### src/rtl/weighted_server_task_assigner_unit_assert.svh
// Assertion macros used by the weighted server task assigner RTL.
`ifndef WEIGHTED_SERVER_TASK_ASSIGNER_UNIT_ASSERT_SVH
`define WEIGHTED_SERVER_TASK_ASSIGNER_UNIT_ASSERT_SVH

// Same-cycle implication, checked outside reset.
`define WSTA_ASSERT_IMP(label, clk, rst_n, ante, cons, msg) \
    label: assert property (@(posedge clk) disable iff (!rst_n) (ante) |-> (cons)) \
        else $error(msg);

// Next-cycle implication, checked outside reset.
`define WSTA_ASSERT_NXT(label, clk, rst_n, ante, cons, msg) \
    label: assert property (@(posedge clk) disable iff (!rst_n) (ante) |=> (cons)) \
        else $error(msg);

`endif

### src/rtl/wsta_pkg.sv
// Shared types and constants of the weighted server task assigner.
package wsta_pkg;

    localparam int TIME_W       = 48;
    localparam int TICK_W       = 32;
    localparam int WEIGHT_W     = 16;
    localparam int DUR_W        = 16;
    localparam int IDX_W        = 3;
    localparam int SERVER_COUNT_DEF = 8;

    typedef enum logic [1:0] {
        ST_IDLE,
        ST_SCAN,
        ST_WAIT
    } t_state;

    // Record that travels down the row of server cells.
    typedef struct packed {
        logic                valid;
        logic [TIME_W-1:0]   now0;
        logic                b_valid;
        logic [IDX_W-1:0]    b_idx;
        logic [WEIGHT_W-1:0] b_w;
        logic                e_valid;
        logic [TIME_W-1:0]   e_time;
        logic [IDX_W-1:0]    e_idx;
        logic [WEIGHT_W-1:0] e_w;
    } t_carry;

    // Free time write-back to the winning cell.
    typedef struct packed {
        logic              en;
        logic [IDX_W-1:0]  idx;
        logic [TIME_W-1:0] value;
    } t_wr;

    // Weight register write.
    typedef struct packed {
        logic                en;
        logic [IDX_W-1:0]    idx;
        logic [WEIGHT_W-1:0] data;
    } t_cfg;

endpackage

### src/rtl/wsta_cell.sv
// One server cell: holds the server's weight and free time and refines the scan record.
module wsta_cell #(
    parameter int CELL_IDX = 0
) (
    input  logic             i_clk,
    input  logic             i_rst_n,
    input  wsta_pkg::t_cfg   i_cfg,
    input  wsta_pkg::t_wr    i_wr,
    input  wsta_pkg::t_carry i_carry,
    output wsta_pkg::t_carry o_carry
);

    localparam int IW = wsta_pkg::IDX_W;
    localparam logic [IW-1:0] MY_IDX = IW'(CELL_IDX);

    logic [wsta_pkg::WEIGHT_W-1:0] r_weight;
    logic [wsta_pkg::TIME_W-1:0]   r_free;
    logic                          r_valid;
    wsta_pkg::t_carry              r_data;
    wsta_pkg::t_carry              n_data;

    logic w_is_free;
    logic w_take_b;
    logic w_take_e;

    always_ff @(posedge i_clk) begin
        if (!i_rst_n) begin
            r_weight <= '0;
            r_free   <= '0;
        end else begin
            if (i_cfg.en && i_cfg.idx == MY_IDX) begin
                r_weight <= i_cfg.data;
            end
            if (i_wr.en && i_wr.idx == MY_IDX) begin
                r_free <= i_wr.value;
            end
        end
    end

    // A free server competes on weight; the earliest-free candidate is kept as a fallback
    // for the case where no server is free at the nominal start time.
    always_comb begin
        w_is_free = (r_free <= i_carry.now0);
        w_take_b  = w_is_free && (!i_carry.b_valid || r_weight < i_carry.b_w);
        w_take_e  = !i_carry.e_valid || (r_free < i_carry.e_time) ||
                    (r_free == i_carry.e_time && r_weight < i_carry.e_w);
        n_data         = i_carry;
        n_data.b_valid = i_carry.b_valid | w_is_free;
        n_data.e_valid = 1'b1;
        if (w_take_b) begin
            n_data.b_idx = MY_IDX;
            n_data.b_w   = r_weight;
        end
        if (w_take_e) begin
            n_data.e_time = r_free;
            n_data.e_idx  = MY_IDX;
            n_data.e_w    = r_weight;
        end
    end

    always_ff @(posedge i_clk) begin
        if (!i_rst_n) begin
            r_valid <= 1'b0;
        end else begin
            r_valid <= i_carry.valid;
        end
    end

    // Record data holds after the token has moved on.
    always_ff @(posedge i_clk) begin
        if (i_carry.valid) begin
            r_data <= n_data;
        end
    end

    always_comb begin
        o_carry       = r_data;
        o_carry.valid = r_valid;
    end

endmodule

### src/rtl/weighted_server_task_assigner_unit.sv
// Top level of the weighted server task assigner: control, time keeping and result register.
// An accepted transaction's scan record passes through the register of each server cell in turn;
// the winner's free time is then written back and the result is loaded into the output register.
// A new transaction is accepted only after the previous one has been written back.
// A full output register stalls the write-back until the result is taken.
// Synchronous active-low reset clears all weights, free times, the tick counter and start time.
`include "weighted_server_task_assigner_unit_assert.svh"

module weighted_server_task_assigner_unit #(
    parameter int SERVER_COUNT = wsta_pkg::SERVER_COUNT_DEF
) (
    input  logic                          i_clk,
    input  logic                          i_rst_n,
    input  logic                          i_valid,
    output logic                          o_ready,
    input  logic [wsta_pkg::DUR_W-1:0]    i_task_duration,
    output logic                          o_valid,
    input  logic                          i_ready,
    output logic [wsta_pkg::IDX_W-1:0]    o_server_index,
    input  logic                          i_cfg_we,
    input  logic [wsta_pkg::IDX_W-1:0]    i_cfg_index,
    input  logic [wsta_pkg::WEIGHT_W-1:0] i_cfg_data
);

    localparam int TW = wsta_pkg::TIME_W;
    localparam int KW = wsta_pkg::TICK_W;
    localparam int DW = wsta_pkg::DUR_W;

    // Control state.
    wsta_pkg::t_state r_state;
    wsta_pkg::t_state n_state;

    // Tick of the next arriving transaction and start time of the last one.
    logic [KW-1:0] r_tick;
    logic [TW-1:0] r_start;
    logic [DW-1:0] r_dur;

    // Result register that decouples the write-back from the consumer.
    logic                       r_out_valid;
    logic [wsta_pkg::IDX_W-1:0] r_out_idx;

    wsta_pkg::t_carry w_chain [0:SERVER_COUNT];
    wsta_pkg::t_carry w_last;
    wsta_pkg::t_cfg   w_cfg;
    wsta_pkg::t_wr    w_wr;

    logic                       w_accept;
    logic                       w_out_free;
    logic                       w_fire;
    logic [TW-1:0]              w_now0;
    logic [TW-1:0]              w_now;
    logic [wsta_pkg::IDX_W-1:0] w_best;
    logic [TW:0]                w_sum;
    logic [TW-1:0]              w_new_free;

    assign w_accept   = i_valid && o_ready;
    assign w_out_free = !r_out_valid || i_ready;
    assign w_last     = w_chain[SERVER_COUNT];

    // Nominal start: the later of the arrival tick and the previous start.
    always_comb begin
        if (TW'(r_tick) > r_start) begin
            w_now0 = TW'(r_tick);
        end else begin
            w_now0 = r_start;
        end
    end

    // The scan record enters the first cell in the cycle the transaction is accepted.
    always_comb begin
        w_chain[0]         = '0;
        w_chain[0].valid   = w_accept;
        w_chain[0].now0    = w_now0;
        w_chain[0].e_time  = '1;
    end

    assign w_cfg.en   = i_cfg_we;
    assign w_cfg.idx  = i_cfg_index;
    assign w_cfg.data = i_cfg_data;

    genvar g;
    generate
        for (g = 0; g < SERVER_COUNT; g++) begin : g_cell
            wsta_cell #(
                .CELL_IDX (g)
            ) u_cell (
                .i_clk   (i_clk),
                .i_rst_n (i_rst_n),
                .i_cfg   (w_cfg),
                .i_wr    (w_wr),
                .i_carry (w_chain[g]),
                .o_carry (w_chain[g+1])
            );
        end
    endgenerate

    // Winner selection: if some server was free at the nominal start it wins on weight;
    // otherwise time advances to the earliest free time and that group competes on weight.
    always_comb begin
        if (w_last.b_valid) begin
            w_now  = w_last.now0;
            w_best = w_last.b_idx;
        end else begin
            w_now  = w_last.e_time;
            w_best = w_last.e_idx;
        end
        w_sum = {1'b0, w_now} + (TW + 1)'(r_dur);
        if (w_sum[TW]) begin
            w_new_free = '1;
        end else begin
            w_new_free = w_sum[TW-1:0];
        end
    end

    // Next-state logic.
    always_comb begin
        n_state = r_state;
        unique case (r_state)
            wsta_pkg::ST_IDLE: begin
                if (w_accept) begin
                    n_state = wsta_pkg::ST_SCAN;
                end
            end
            wsta_pkg::ST_SCAN: begin
                if (w_last.valid) begin
                    n_state = w_out_free ? wsta_pkg::ST_IDLE : wsta_pkg::ST_WAIT;
                end
            end
            wsta_pkg::ST_WAIT: begin
                if (w_out_free) begin
                    n_state = wsta_pkg::ST_IDLE;
                end
            end
            default: n_state = wsta_pkg::ST_IDLE;
        endcase
    end

    // Output logic of the state machine.
    always_comb begin
        o_ready = 1'b0;
        w_fire  = 1'b0;
        unique case (r_state)
            wsta_pkg::ST_IDLE: o_ready = 1'b1;
            wsta_pkg::ST_SCAN: w_fire  = w_last.valid && w_out_free;
            wsta_pkg::ST_WAIT: w_fire  = w_out_free;
            default: begin
                o_ready = 1'b0;
                w_fire  = 1'b0;
            end
        endcase
    end

    assign w_wr.en    = w_fire;
    assign w_wr.idx   = w_best;
    assign w_wr.value = w_new_free;

    always_ff @(posedge i_clk) begin
        if (!i_rst_n) begin
            r_state     <= wsta_pkg::ST_IDLE;
            r_tick      <= '0;
            r_start     <= '0;
            r_out_valid <= 1'b0;
        end else begin
            r_state <= n_state;
            if (w_accept && r_tick != '1) begin
                r_tick <= r_tick + KW'(1);
            end
            if (w_fire) begin
                r_start     <= w_now;
                r_out_valid <= 1'b1;
            end else if (i_ready) begin
                r_out_valid <= 1'b0;
            end
        end
    end

    always_ff @(posedge i_clk) begin
        if (w_accept) begin
            r_dur <= i_task_duration;
        end
        if (w_fire) begin
            r_out_idx <= w_best;
        end
    end

    assign o_valid        = r_out_valid;
    assign o_server_index = r_out_idx;

    // The scan never leaves the last cell while the block is ready for a new transaction.
    `WSTA_ASSERT_IMP(a_idle_chain_empty, i_clk, i_rst_n, o_ready, !w_last.valid, "scan record at end while idle")
    // A write-back happens only while a scan result is pending.
    `WSTA_ASSERT_IMP(a_fire_busy, i_clk, i_rst_n, w_fire, r_state != wsta_pkg::ST_IDLE, "write-back while idle")
    // Accepting a transaction closes the input until its result is written back.
    `WSTA_ASSERT_NXT(a_accept_closes, i_clk, i_rst_n, w_accept, !o_ready, "ready high right after accept")
    // Every write-back presents a result in the next cycle.
    `WSTA_ASSERT_NXT(a_fire_result, i_clk, i_rst_n, w_fire, o_valid, "write-back without result")
    // Results only name servers of the pool.
    `WSTA_ASSERT_IMP(a_index_range, i_clk, i_rst_n, o_valid, 32'(o_server_index) < SERVER_COUNT, "server index out of pool")

endmodule
### config.mk
export PLATFORM = sky130hd
export DESIGN_NAME = weighted_server_task_assigner_unit
export DESIGN_NICKNAME = d
export VERILOG_FILES = /design/src/rtl/wsta_pkg.sv /design/src/rtl/wsta_cell.sv /design/src/rtl/weighted_server_task_assigner_unit.sv
export VERILOG_INCLUDE_DIRS = /design/src /design/src/rtl
export SDC_FILE = /design/constraint.sdc
export NUM_CORES = 2
export LEC_CHECK = 0
export BUFFER_PORTS_ARGS = -buffer_cell sky130_fd_sc_hd__buf_2
export CAP_MARGIN = 0
export CORE_MARGIN = 1
export CORE_UTILIZATION = 30
export CTS_CLUSTER_SIZE = 10
export DETAILED_ROUTE_END_ITERATION = 12
export PLACE_DENSITY = 0.5
export SLEW_MARGIN = 25
export SYNTH_ARGS = -nofsm -noshare
export SYNTH_HDL_FRONTEND = slang
export SYNTH_HIERARCHICAL = 1
export SYNTH_SLANG_ARGS = --single-unit
### constraint.sdc
create_clock -name i_clk -period 6.4 [get_ports i_clk]
set_input_delay 0 -clock i_clk [delete_from_list [all_inputs] [get_ports i_clk]]
set_output_delay 0 -clock i_clk [all_outputs]
set_load 0.02 [all_outputs]
==> flow_metrics.py <==
metrics = {
    "run_status": {
        "outcome": "finished, violations left",
        "violations": "max-slew violations",
    },
    "clock_tree": {
        "cts_resized": 0,
        "cts_setup_buffers": 0,
        "path_clk_slew_ns": 0.06,
        "cts_tree": "done",
        "clock_latency_ns": 0.89,
        "clk_path_buf_depth": 4,
        "cts_sinks": 1670,
        "numCtsBuffers": 203,
        "h-tree-depth": 4,
        "cts_hold_buffers": 64,
        "cts-root-buf": "clkbuf_16",
    },
    "sta": {
        "worst_slew_pin_slew_ns": 8.44,
        "finalHoldViolations": 0,
        "maxSlewViolCount": 68,
        "finalSetupViolations": 0,
        "skew_ns": 0.0863,
        "rsz0062_at_grt": "no",
        "setup_slack_ns": 0.865,
        "post-route-min-period_ns": 5.54,
        "period_share_pct": 86.5,
        "fmax_mhz": 181,
        "max-slew-margin-rel_pct": -465,
        "finalSetupTns_ns": 0,
    },
    "global_route": {
        "grt_pass1_wl_mm": 416,
        "overflow": 0,
        "grt_pass1_vias": 62673,
        "grt_start_max_net_pins": 179,
        "grt_usage_pct": 17.6,
        "antenna_found_initial": 26,
    },
    "floorplanning": {
        "start_util_pct": 30.3,
        "core_sq_mm": 0.310,
        "dieArea_sq_mm": 0.315,
        "die-width_um": 561,
        "fp-row-count": 204,
        "io_pins": 45,
        "die_h_um": 561,
    },
    "cells_and_area": {
        "fin_nets": 10049,
        "multi_input_area_sq_mm": 0.0448,
        "syn2layout_area_growth_pct": 13.1,
        "utilization_pct": 34.2,
        "final-seq-area_sq_mm": 0.0441,
        "drive_gt1_share_pct": 12.4,
        "fillers": 30785,
    },
    "route": {
        "vias": 63888,
        "routedWlPerCell_um": 21.4,
        "antenna_left": 0,
        "routed_via_density": 4.83,
        "dr.first_iter.drc_count": 4455,
        "first_pass_iters": 6,
        "drc": 0,
        "wl_mm": 283,
    },
    "setup_path": {
        "reg2reg_from": "r_start[31]",
        "slowest_stage": "nor4_1",
        "slowest_delay_ns": 0.61,
        "crit_type": "register to register",
        "critPathCaptureType": "register",
        "critPathRequiredTime_ns": 7.11,
        "path_cells": "inv_1 > ha_1 > nand2_1 > nor4_1 > nand4_1 > o22ai_4 > buf_12 > mux2_2 > inv_1 > ha_1 > a21oi_1 > o21ai_0 > a221oi_1 > o22ai_1 > a211o_1 > nor2_8 > mux2_2",
        "cp-startpoint": "r_start[31]",
        "path_max_fanout": 24,
        "critPathArrivalTime_ns": 6.24,
        "critPathLaunchType": "register",
    },
    "power": {
        "p_leak_nw": 44.1,
        "power_mw": 23.5,
        "vdd_ir_drop_max_mv": 0.180,
        "power_density_mw_per_mm2": 222,
    },
    "hold_path": {
        "min_path_type": "input port to register",
        "min-delay-start": "i_valid",
    },
    "placement": {
        "routabilityCongestion": 0.899,
        "place_ws_ns": 0.748,
        "dp_hpwl_mm": 218,
        "portBuffers": 44,
    },
    "run": {
        "maxCapViolations": 0,
    },
    "synth": {
        "syn_area_sq_mm": 0.0938,
        "ys_warn_count": 6,
        "netlist_instances": 8668,
        "syn_avg_cell_area_sq_um": 10.8,
    },
}
[routing by layer]
layer,global-route usage (%),vias up,wire (um)
li1,-,31066,-
met1,24.7,30973,136000
met2,27.5,1431,123000
met3,1.89,408,13100
met4,7.04,10,11700
met5,0,-,57
[path summary, 6_finish.rpt]
check | to | slack (ns) | cells past startpoint
setup / recovery | g_cell[0].u_cell/o_carry[70] | 0.86 | 17
hold reg to reg | g_cell[7].u_cell/o_carry[134] | 0.45 | 0
setup reg to reg | g_cell[0].u_cell/o_carry[70] | 0.86 | 17
hold / removal | r_state[1] | 0.14 | 5
[layout make-up]
cell class	count	area share [%]
diodes	5	0.0118
repair buffers	201	1.64
clock buffers	346	5.51
multi-input cells	5774	42.3
flip-flops and latches	1670	41.6
inverters	1098	3.89
well taps	4120	4.86
clock inverters	21	0.231
[registers in the layout (all words and copies together), names as in the netlist]
signal	count
g_cell.u_cell/o_carry	1048
g_cell.u_cell/r_free	384
g_cell.u_cell/r_valid	8
g_cell.u_cell/r_weight	128
o_server_index	3
o_valid	1
r_dur	16
r_start	48
r_state	2
r_tick	32
[power breakdown]
group | total (mW) | leakage (nW) | switching [mW] | internal (mW)
Clock | 10.9 | 2.93 | 4.54 | 6.32
Combinational | 0.922 | 26.3 | 0.590 | 0.332
Sequential | 11.8 | 14.9 | 0.169 | 11.6
[cells in the final DEF (no fill, tap or decap), types with 45 or more instances in the layout]
cell,instances
inv_1,1096
edfxtp_1,1067
mux2_4,335
nand2b_1,46
nor2_1,182
dfxtp_1,596
a21oi_1,431
nand4_1,211
ha_1,1060
buf_4,80
a211oi_1,45
a21boi_0,513
conb_1,176
mux2_2,287
clkbuf_16,205
clkbuf_1,122
mux2i_1,50
o21ai_0,172
dlygate4sd3_1,64
nand3_1,130
nand2_1,1357
a221oi_1,64
[metrics by stage]
stage                     hold slack, ns  instance area (sq um)  instances
after floorplan                   0.0989                  94400       8835
after global placement             0.178                  99300      12798
after detailed placement           0.178                  99300      12798
after CTS                         0.0734                 106000      13229
after global routing               0.138                 106000      13233
final                              0.137                 106000      13235
[worst max-delay path: cells and delay by family (launching register included)]
| family | cells | cell delay [ns] |
|---|---|---|
| adder cells (fa/ha/maj) | 2 | 0.54 |
| flip-flops | 1 | 0.35 |
| AO/OA/AOI/OAI | 6 | 1.95 |
| buffers and inverters | 3 | 0.37 |
| AND/OR/NAND/NOR | 4 | 1.53 |
| multiplexers | 2 | 0.60 |
Power figures use the tool's default switching activity.
